$ cat src/design/sust_pkg.sv
// shared types and constants for the sorted unique set table
// request and response payloads, status codes, controller states, command/status bundles
// no dependencies
package sust_pkg;

   localparam int REC_WIDTH        = 32;
   localparam int MAX_NUMBER_WIDTH = 64;
   localparam int INDEX_OUT_WIDTH  = 6;
   localparam int COUNT_OUT_WIDTH  = 7;

   // request codes; any other code is a lookup
   localparam logic [1:0] REQ_INSERT = 2'd0;
   localparam logic [1:0] REQ_REMOVE = 2'd1;

   typedef enum logic [1:0] {
      ST_OK      = 2'd0,
      ST_DUP     = 2'd1,
      ST_FULL    = 2'd2,
      ST_MISSING = 2'd3
   } status_type;

   typedef struct packed {
      logic [1:0]           req_type;
      logic [REC_WIDTH-1:0] record_number;
   } req_item_type;

   typedef struct packed {
      status_type                 status;
      logic [INDEX_OUT_WIDTH-1:0] found_index;
      logic [COUNT_OUT_WIDTH-1:0] entry_count;
      logic                       modified;
   } rsp_item_type;

   typedef enum logic [3:0] {
      S_IDLE,
      S_PROBE,
      S_COMPARE,
      S_VERIFY,
      S_SHIFT,
      S_DRAIN,
      S_COMMIT,
      S_RESULT
   } ctrl_state_type;

   typedef struct packed {
      logic load;
      logic probe;
      logic narrow;
      logic check;
      logic decide;
      logic shift;
      logic commit;
      logic emit;
   } dp_cmd_type;

   typedef struct packed {
      logic search_open;
      logic mutate_ins;
      logic mutate_rem;
      logic shift_more;
      logic out_free;
   } dp_stat_type;

endpackage

$ cat src/design/sust_ctrl.sv
// controller state machine for the sorted unique set table
// sequences search, verify, shift and commit; depends on sust_pkg
module sust_ctrl import sust_pkg::*; (
   input  logic        clock,
   input  logic        reset,
   input  logic        req_valid,
   output logic        req_stall,
   input  dp_stat_type stat,
   output dp_cmd_type  cmd
);

   ctrl_state_type state_ff, state_in;

   always_ff @(posedge clock) begin
      if (reset) begin
         state_ff <= S_IDLE;
      end else begin
         state_ff <= state_in;
      end
   end

   always_comb begin
      state_in = state_ff;
      unique case (state_ff)
         S_IDLE: begin
            if (req_valid) state_in = S_PROBE;
         end
         S_PROBE: begin
            state_in = stat.search_open ? S_COMPARE : S_VERIFY;
         end
         S_COMPARE: begin
            state_in = S_PROBE;
         end
         S_VERIFY: begin
            state_in = (stat.mutate_ins || stat.mutate_rem) ? S_SHIFT : S_RESULT;
         end
         S_SHIFT: begin
            if (!stat.shift_more) state_in = S_DRAIN;
         end
         S_DRAIN: begin
            state_in = S_COMMIT;
         end
         S_COMMIT: begin
            state_in = S_RESULT;
         end
         S_RESULT: begin
            if (stat.out_free) state_in = S_IDLE;
         end
         default: begin
            state_in = S_IDLE;
         end
      endcase
   end

   always_comb begin
      cmd       = '0;
      req_stall = 1'b1;
      unique case (state_ff)
         S_IDLE: begin
            req_stall = 1'b0;
            cmd.load  = req_valid;
         end
         S_PROBE: begin
            cmd.probe = stat.search_open;
            cmd.check = !stat.search_open;
         end
         S_COMPARE: begin
            cmd.narrow = 1'b1;
         end
         S_VERIFY: begin
            cmd.decide = 1'b1;
         end
         S_SHIFT: begin
            cmd.shift = stat.shift_more;
         end
         S_DRAIN: begin
            cmd = '0;
         end
         S_COMMIT: begin
            cmd.commit = 1'b1;
         end
         S_RESULT: begin
            cmd.emit = stat.out_free;
         end
         default: begin
            cmd = '0;
         end
      endcase
   end

endmodule

$ cat src/design/sust_dpath.sv
// datapath for the sorted unique set table: entry memory, search bounds,
// shift pointer, counters and the response register; depends on sust_pkg
module sust_dpath import sust_pkg::*; #(
   parameter int CAPACITY     = 64,
   parameter int NUMBER_WIDTH = 32
) (
   input  logic         clock,
   input  logic         reset,
   input  req_item_type req_data,
   input  dp_cmd_type   cmd,
   output dp_stat_type  stat,
   input  logic         rsp_stall,
   output logic         rsp_valid,
   output rsp_item_type rsp_data
);

   localparam int AW = $clog2(CAPACITY);
   localparam int CW = $clog2(CAPACITY + 1);

   logic [NUMBER_WIDTH-1:0] mem [CAPACITY];

   logic [1:0]              op_ff;
   logic [NUMBER_WIDTH-1:0] key_ff, key_in;
   logic [CW-1:0]           lo_ff, hi_ff, mid_ff, mid_in, ptr_ff, ptr_in, count_ff;
   logic                    modified_ff;
   logic [NUMBER_WIDTH-1:0] rd_data_ff;
   logic                    pend_ff;
   logic [AW-1:0]           pend_addr_ff;
   status_type              res_status_ff, dec_status;
   logic [INDEX_OUT_WIDTH-1:0] res_index_ff, dec_index;
   logic                    rsp_valid_ff;
   rsp_item_type            rsp_data_ff;

   logic [MAX_NUMBER_WIDTH-1:0] rec_wide;
   logic [CW:0]             mid_sum, ptr_up;
   logic [CW-1:0]           ptr_dn;
   logic [CW+INDEX_OUT_WIDTH-1:0] lo_ext;
   logic [CW+COUNT_OUT_WIDTH-1:0] count_ext;
   logic                    is_ins, is_rem, full, present, mut_ins, mut_rem;
   logic [AW-1:0]           rd_addr, shift_addr, wr_addr;
   logic                    rd_en, wr_en;
   logic [NUMBER_WIDTH-1:0] wr_data;

   // bits above the stored width are dropped
   assign rec_wide = {{(MAX_NUMBER_WIDTH-REC_WIDTH){1'b0}}, req_data.record_number};
   assign key_in   = rec_wide[NUMBER_WIDTH-1:0];

   assign mid_sum = {1'b0, lo_ff} + {1'b0, hi_ff};
   assign mid_in  = mid_sum[CW:1];

   assign is_ins  = (op_ff == REQ_INSERT);
   assign is_rem  = (op_ff == REQ_REMOVE);
   assign full    = (count_ff >= CW'(CAPACITY));
   assign present = (lo_ff < count_ff) && (rd_data_ff == key_ff);
   assign lo_ext  = {{INDEX_OUT_WIDTH{1'b0}}, lo_ff};
   assign count_ext = {{COUNT_OUT_WIDTH{1'b0}}, count_ff};

   always_comb begin
      dec_status = ST_OK;
      dec_index  = '0;
      mut_ins    = 1'b0;
      mut_rem    = 1'b0;
      if (is_ins) begin
         if (full) begin
            dec_status = ST_FULL;
         end else if (present) begin
            dec_status = ST_DUP;
            dec_index  = lo_ext[INDEX_OUT_WIDTH-1:0];
         end else begin
            mut_ins   = 1'b1;
            dec_index = lo_ext[INDEX_OUT_WIDTH-1:0];
         end
      end else if (is_rem) begin
         if (!present) begin
            dec_status = ST_MISSING;
         end else begin
            mut_rem   = 1'b1;
            dec_index = lo_ext[INDEX_OUT_WIDTH-1:0];
         end
      end else begin
         if (present) begin
            dec_index = lo_ext[INDEX_OUT_WIDTH-1:0];
         end else begin
            dec_status = ST_MISSING;
         end
      end
   end

   // insert moves entries up walking down from the top, remove moves them down walking up
   assign ptr_dn     = ptr_ff - 1'b1;
   assign ptr_up     = {1'b0, ptr_ff} + 1'b1;
   assign shift_addr = is_ins ? ptr_dn[AW-1:0] : ptr_up[AW-1:0];
   assign ptr_in     = is_ins ? ptr_dn : ptr_up[CW-1:0];

   assign stat.search_open = (lo_ff < hi_ff);
   assign stat.mutate_ins  = mut_ins;
   assign stat.mutate_rem  = mut_rem;
   assign stat.shift_more  = is_ins ? (ptr_ff > lo_ff) : (ptr_up < {1'b0, count_ff});
   assign stat.out_free    = !rsp_valid_ff || !rsp_stall;

   always_comb begin
      if (cmd.shift) begin
         rd_addr = shift_addr;
      end else if (cmd.check) begin
         rd_addr = lo_ff[AW-1:0];
      end else begin
         rd_addr = mid_in[AW-1:0];
      end
   end
   assign rd_en = cmd.probe | cmd.check | cmd.shift;

   // a read moved entry is written back in the cycle after its read
   assign wr_en   = pend_ff | (cmd.commit & is_ins);
   assign wr_addr = pend_ff ? pend_addr_ff : lo_ff[AW-1:0];
   assign wr_data = pend_ff ? rd_data_ff : key_ff;

   always_ff @(posedge clock) begin
      if (rd_en) rd_data_ff <= mem[rd_addr];
      if (wr_en) mem[wr_addr] <= wr_data;
   end

   always_ff @(posedge clock) begin
      if (reset) begin
         lo_ff        <= '0;
         hi_ff        <= '0;
         count_ff     <= '0;
         modified_ff  <= 1'b0;
         pend_ff      <= 1'b0;
         rsp_valid_ff <= 1'b0;
      end else begin
         pend_ff <= cmd.shift;
         if (cmd.load) begin
            lo_ff <= '0;
            hi_ff <= count_ff;
         end else if (cmd.narrow) begin
            if (key_ff <= rd_data_ff) begin
               hi_ff <= mid_ff;
            end else begin
               lo_ff <= mid_ff + 1'b1;
            end
         end
         if (cmd.commit) begin
            count_ff    <= is_ins ? count_ff + 1'b1 : count_ff - 1'b1;
            modified_ff <= 1'b1;
         end
         if (cmd.emit) begin
            rsp_valid_ff <= 1'b1;
         end else if (!rsp_stall) begin
            rsp_valid_ff <= 1'b0;
         end
      end
   end

   always_ff @(posedge clock) begin
      if (cmd.load) begin
         op_ff  <= req_data.req_type;
         key_ff <= key_in;
      end
      if (cmd.probe) mid_ff <= mid_in;
      if (cmd.decide) begin
         res_status_ff <= dec_status;
         res_index_ff  <= dec_index;
         ptr_ff        <= is_ins ? count_ff : lo_ff;
      end
      if (cmd.shift) begin
         ptr_ff       <= ptr_in;
         pend_addr_ff <= ptr_ff[AW-1:0];
      end
      if (cmd.emit) begin
         rsp_data_ff.status      <= res_status_ff;
         rsp_data_ff.found_index <= res_index_ff;
         rsp_data_ff.entry_count <= count_ext[COUNT_OUT_WIDTH-1:0];
         rsp_data_ff.modified    <= modified_ff;
      end
   end

   assign rsp_valid = rsp_valid_ff;
   assign rsp_data  = rsp_data_ff;

`ifndef SYNTH
   a_count_bound: assert property (@(posedge clock) disable iff (reset)
      count_ff <= CW'(CAPACITY))
      else $error("entry count above capacity");

   a_search_order: assert property (@(posedge clock) disable iff (reset)
      lo_ff <= hi_ff)
      else $error("search bounds crossed");

   a_emit_free: assert property (@(posedge clock) disable iff (reset)
      cmd.emit |-> (!rsp_valid_ff || !rsp_stall))
      else $error("response overwritten while stalled");

   a_remove_count: assert property (@(posedge clock) disable iff (reset)
      (cmd.commit && op_ff == REQ_REMOVE) |=> (count_ff == $past(count_ff) - 1'b1))
      else $error("remove did not drop the count by one");
`endif

endmodule

$ cat src/design/sorted_unique_set_table.sv
// top level of the sorted unique set table
// joins sust_ctrl and sust_dpath; depends on sust_pkg
//
//   channel   ports                           payload
//   request   req_valid / req_stall (in)      req_data: req_type, record_number
//   response  rsp_valid / rsp_stall (out)     rsp_data: status, found_index,
//                                             entry_count, modified
//
// one request at a time; a lookup runs a binary search of up to ceil(log2(count+1))
// probes through the single read port of the entry memory
// a successful insert or remove then shifts the entries behind the found index; the shift
// runs one entry per cycle through that port
// reset is synchronous and empties the table; entry memory is not cleared
// a new request is taken while the previous response waits under rsp_stall
module sorted_unique_set_table import sust_pkg::*; #(
   parameter int CAPACITY     = 64,
   parameter int NUMBER_WIDTH = 32
) (
   input  logic         clock,
   input  logic         reset,
   input  logic         req_valid,
   output logic         req_stall,
   input  req_item_type req_data,
   output logic         rsp_valid,
   input  logic         rsp_stall,
   output rsp_item_type rsp_data
);

   dp_cmd_type  cmd;
   dp_stat_type stat;

   sust_ctrl u_ctrl (
      .clock     (clock),
      .reset     (reset),
      .req_valid (req_valid),
      .req_stall (req_stall),
      .stat      (stat),
      .cmd       (cmd)
   );

   sust_dpath #(
      .CAPACITY     (CAPACITY),
      .NUMBER_WIDTH (NUMBER_WIDTH)
   ) u_dpath (
      .clock     (clock),
      .reset     (reset),
      .req_data  (req_data),
      .cmd       (cmd),
      .stat      (stat),
      .rsp_stall (rsp_stall),
      .rsp_valid (rsp_valid),
      .rsp_data  (rsp_data)
   );

endmodule

$ cat config.mk
export PLATFORM = sky130hd
export DESIGN_NAME = sorted_unique_set_table
export DESIGN_NICKNAME = d
export VERILOG_FILES = /design/src/design/sust_pkg.sv /design/src/design/sust_ctrl.sv /design/src/design/sust_dpath.sv /design/src/design/sorted_unique_set_table.sv
export SDC_FILE = /design/constraint.sdc
export NUM_CORES = 2
export LEC_CHECK = 0
export BUFFER_PORTS_ARGS = -buffer_cell sky130_fd_sc_hd__buf_2
export CORE_MARGIN = 2
export CORE_UTILIZATION = 55
export CTS_CLUSTER_SIZE = 28
export DETAILED_ROUTE_END_ITERATION = 12
export HOLD_SLACK_MARGIN = 0.06
export PLACE_DENSITY = 0.73
export RECOVER_POWER = 25
export SYNTH_ARGS = -nofsm -noshare
export SYNTH_HDL_FRONTEND = slang
export SYNTH_SLANG_ARGS = --single-unit
$ cat constraint.sdc
create_clock -name clock -period 5.7 [get_ports clock]
set_input_delay 1.71 -clock clock [delete_from_list [all_inputs] [get_ports clock]]
set_output_delay 1.71 -clock clock [all_outputs]
set_load 0.02 [all_outputs]
==> impl_results.md <==
* Failing checks: max-capacitance violations, max-slew violations, negative setup slack
* Initial DRT Pass Iterations at 12
* Final hold violations at 0
* Die X at 404 µm
* Overall Global Routing Usage at 32.1%
* Worst-path maximum fanout at 27
* Ys async rst share at 0%
* Final nets at 6315
* R2R depth at 17
* Hold buffer count at CTS at 0
* Syn Area/Cell at 14.7 µm²
* Multi-input gate area at 21200 µm²
* Flop pwr share at 43.6%
* Post-synthesis sequential area ratio at 74.2%
* Non-Filler Instances at 8470
* Routed WL per cell at 31.3 µm
* Post-route ant nets at 0
* CTS Root Cell: clkbuf_16
* Core area at 159000 µm²
* Critical path capture point type: flip-flop
* Vias in the first global route at 53077
* Post-DP HPWL at 154000 µm
* Reg area at 65300 µm²
* Worst hold margin at 419 ps
* Initial antenna violation count at 8
* Post-CTS Setup Inserts at 0
* Longest Clk Path Bufs at 3
* Post_cts resized at 0
* Combinational share of power at 24.0%
* Worst setup margin at -153 ps
* Worst R2R Start: u_dpath.ptr_ff[0]
* Vias per inst at 6.65
* H-tree Lvls at 4
* Area of the die at 163000 µm²
* RePlAce Congestion at 0.938
* Critical path required time at 6410 ps
* Layout area overhead at 13.1%
* Max-capacitance violation count at 7
* Worst VDD drop at 0.331 mV
* Number of fill cells at 11051
* Hold Path Depth at 0
* First-pass GRT wire length at 376000 µm
* Launch point of the worst path: u_dpath.ptr_ff[0]
* Final Max Slew Viols at 271
* Die Span Y at 404 µm
* Layout Utilization at 62.7%
* TritonCTS clock tree: done
* Worst-margin pin slew at 3040 ps
* IO Port Bufs at 55
* Rel. slew slack at -102%
* First DRT Iteration DRCs at 10144
* HP Class: reg2reg
* Fmax at 171 MHz
* Seq cells post-synth at 2185
* Cell Pwr Density at 423 nW/µm²
* TritonCTS buffer count at 211
* Gate Count Post-Synth at 5976
* Final min period at 5850 ps
* Fin crit share at 103%
* Post-Synthesis Cell Area at 88000 µm²
* EDFF count, synth at 2158
* P_leak at 35.1 nW
* Syn nets at 6087
* Clock Latency Late Sink at 870 ps
* Worst hold start: u_dpath.res_status_ff[1]
* Placed cells at 8063
* Ports at 56
* Count of different cell masters after synthesis at 79
* Share of post-route cells with drive strength above 1 at 12.4%
* Switching part of the total power at 31.1%
* Top FF cell, synth: edfxtp_1
* Setup violations, final at 1
* Num rows at 146
* CTS clk-pin slew, worst paths at 60 ps
* Clk sinks at 2185
* Initial Util at 55.5%
* Largest net degree at the start of global routing at 90
* Clk_skew at 35.8 ps
* Crit path arrival time at 6560 ps
* DRC viols at 0
* Worst Setup Start Kind: flip-flop
* DR vias at 56310
* Syn. warnings at 0
* Routed wire length at 265000 µm
* Clk pwr share at 32.5%
* Setup CP Type: reg2reg
* Cell-internal power at 29.0 mW
* Sw Pwr at 13.1 mW
* Status: finished with violations
* Total power at 42.1 mW
* Setup_tns at -153 ps
* Total grt overflow at 0
synthesized netlist by cell type, types with 11 or more instances:
master	count	area, µm²
dfxtp_1	27	541
buf_1	34	128
xor2_1	11	96.3
ha_1	71	888
inv_1	66	248
nand4_1	38	238
a21oi_1	212	1060
o221ai_1	141	1230
mux2i_1	520	5200
o32ai_1	21	184
a311oi_1	30	263
mux2_2	41	462
a21o_1	21	158
edfxtp_1	2158	64800
and3_1	60	375
o22ai_1	130	813
o21ai_0	60	300
clkbuf_1	69	259
nor3_1	52	260
xnor2_1	15	131
a41o_1	14	140
nor4_1	40	250
a32oi_1	13	114
nor2_1	148	556
a31oi_1	106	663
nand3_1	341	1710
nand2_1	1137	4270
buf_6	17	191
buf_4	54	405
buf_2	191	956
critical path, cell delays in order, from the launching register on:
cell	delay (ps)
edfxtp_1	460
ha_1	280
nand2_1	70
nor2_1	120
nand2_1	80
xnor2_1	160
ha_1	200
nor4_2	230
o21ai_1	140
o32ai_1	320
buf_4	200
a31o_4	620
nand3_1	510
buf_12	310
o22ai_1	300
o22ai_1	250
a22oi_1	1140
and3_1	300
kinds of logic (layout without fill, tap and decap cells):
logic type,count (synthesis),count (layout),synth area share (%)
mux,562,562,6.46
other cells,0,13,0
compound gates,829,829,6.37
xor+xnor,26,26,0.259
fa+ha+maj,73,73,1.05
flops,2185,2185,74.2
simple gates,1868,1868,9.13
buf+inv,433,842,2.49
final timing paths:
path,end,slack [ps]
setup / recovery,u_dpath.rd_data_ff[5],-150
hold / removal,u_dpath.rsp_data[15],420
setup reg to reg,u_dpath.rd_data_ff[5],-150
hold reg to reg,u_dpath.rsp_data[15],420
per-layer routing:
metal / GRT usage, % / part of all wire [%] / vias up
met1: 44.0 / 36 / 27886
met5: 0 / 0.013 / -
met3: 7.96 / 14 / 728
met4: 16.1 / 5.5 / 6
li1: - / - / 23343
met2: 48.2 / 45 / 4347
stage by stage:
step | cell area, µm² | setup slack, ps
after CTS | 99600 | 61.8
after global placement | 92900 | 64.5
after detailed placement | 92900 | 168
final | 99500 | -153
after global routing | 99500 | -163
after floorplan | 88000 | 1090
power groups by stage:
stage	Sequential, mW	Combinational [mW]	Clock [mW]
floorplan	18.5	5.84	0
global placement	18.6	9.55	0
detailed placement	18.6	9.74	0
CTS	18.3	9.81	13.7
global route	18.3	10.5	14.3
finish	18.3	10.1	13.7
state kept, by name, summed over array words and instances (netlist names):
signal and count:
u_dpath.ptr_ff 7, u_dpath.modified_ff 1, u_dpath.hi_ff 7, u_dpath.rsp_valid 1
u_dpath.count_ff 7, u_dpath.mid_ff 7, u_dpath.mem 2048, u_dpath.rd_data_ff 32
u_dpath.pend_addr_ff 6, u_dpath.res_status_ff 2, u_dpath.op_ff 2, u_dpath.res_index_ff 6
u_dpath.key_ff 32, u_dpath.lo_ff 7, u_dpath.pend_ff 1, u_dpath.rsp_data 16
u_ctrl.state_ff 3
layout by cell type (no fill, tap or decap), types with 38 or more instances in the layout:
| master | count |
|---|---|
| nor4_1 | 40 |
| clkbuf_16 | 216 |
| o22ai_1 | 130 |
| nand2_1 | 1136 |
| clkbuf_1 | 54 |
| a21oi_1 | 212 |
| o221ai_1 | 141 |
| buf_4 | 243 |
| buf_2 | 48 |
| nor2_4 | 67 |
| o21ai_0 | 58 |
| clkinv_1 | 62 |
| nand3_1 | 341 |
| nor3_1 | 50 |
| nor2_1 | 78 |
| mux2i_1 | 519 |
| a31oi_1 | 105 |
| ha_1 | 71 |
| edfxtp_1 | 2158 |
| buf_12 | 64 |
| and3_1 | 60 |
| nand4_1 | 38 |
| inv_1 | 66 |
area by class of cell:
type,count,share of cell area [%]
Sequential cell,2185,65.6
Multi-Input combinational cell,3358,21.3
Clock buffer,259,5.59
Timing Repair Buffer,380,3.48
Tap cell,2072,2.60
Clock inverter,135,1.13
Inverter,68,0.256
Antenna cell,13,0.0327
Power figures use the tool's default switching activity.
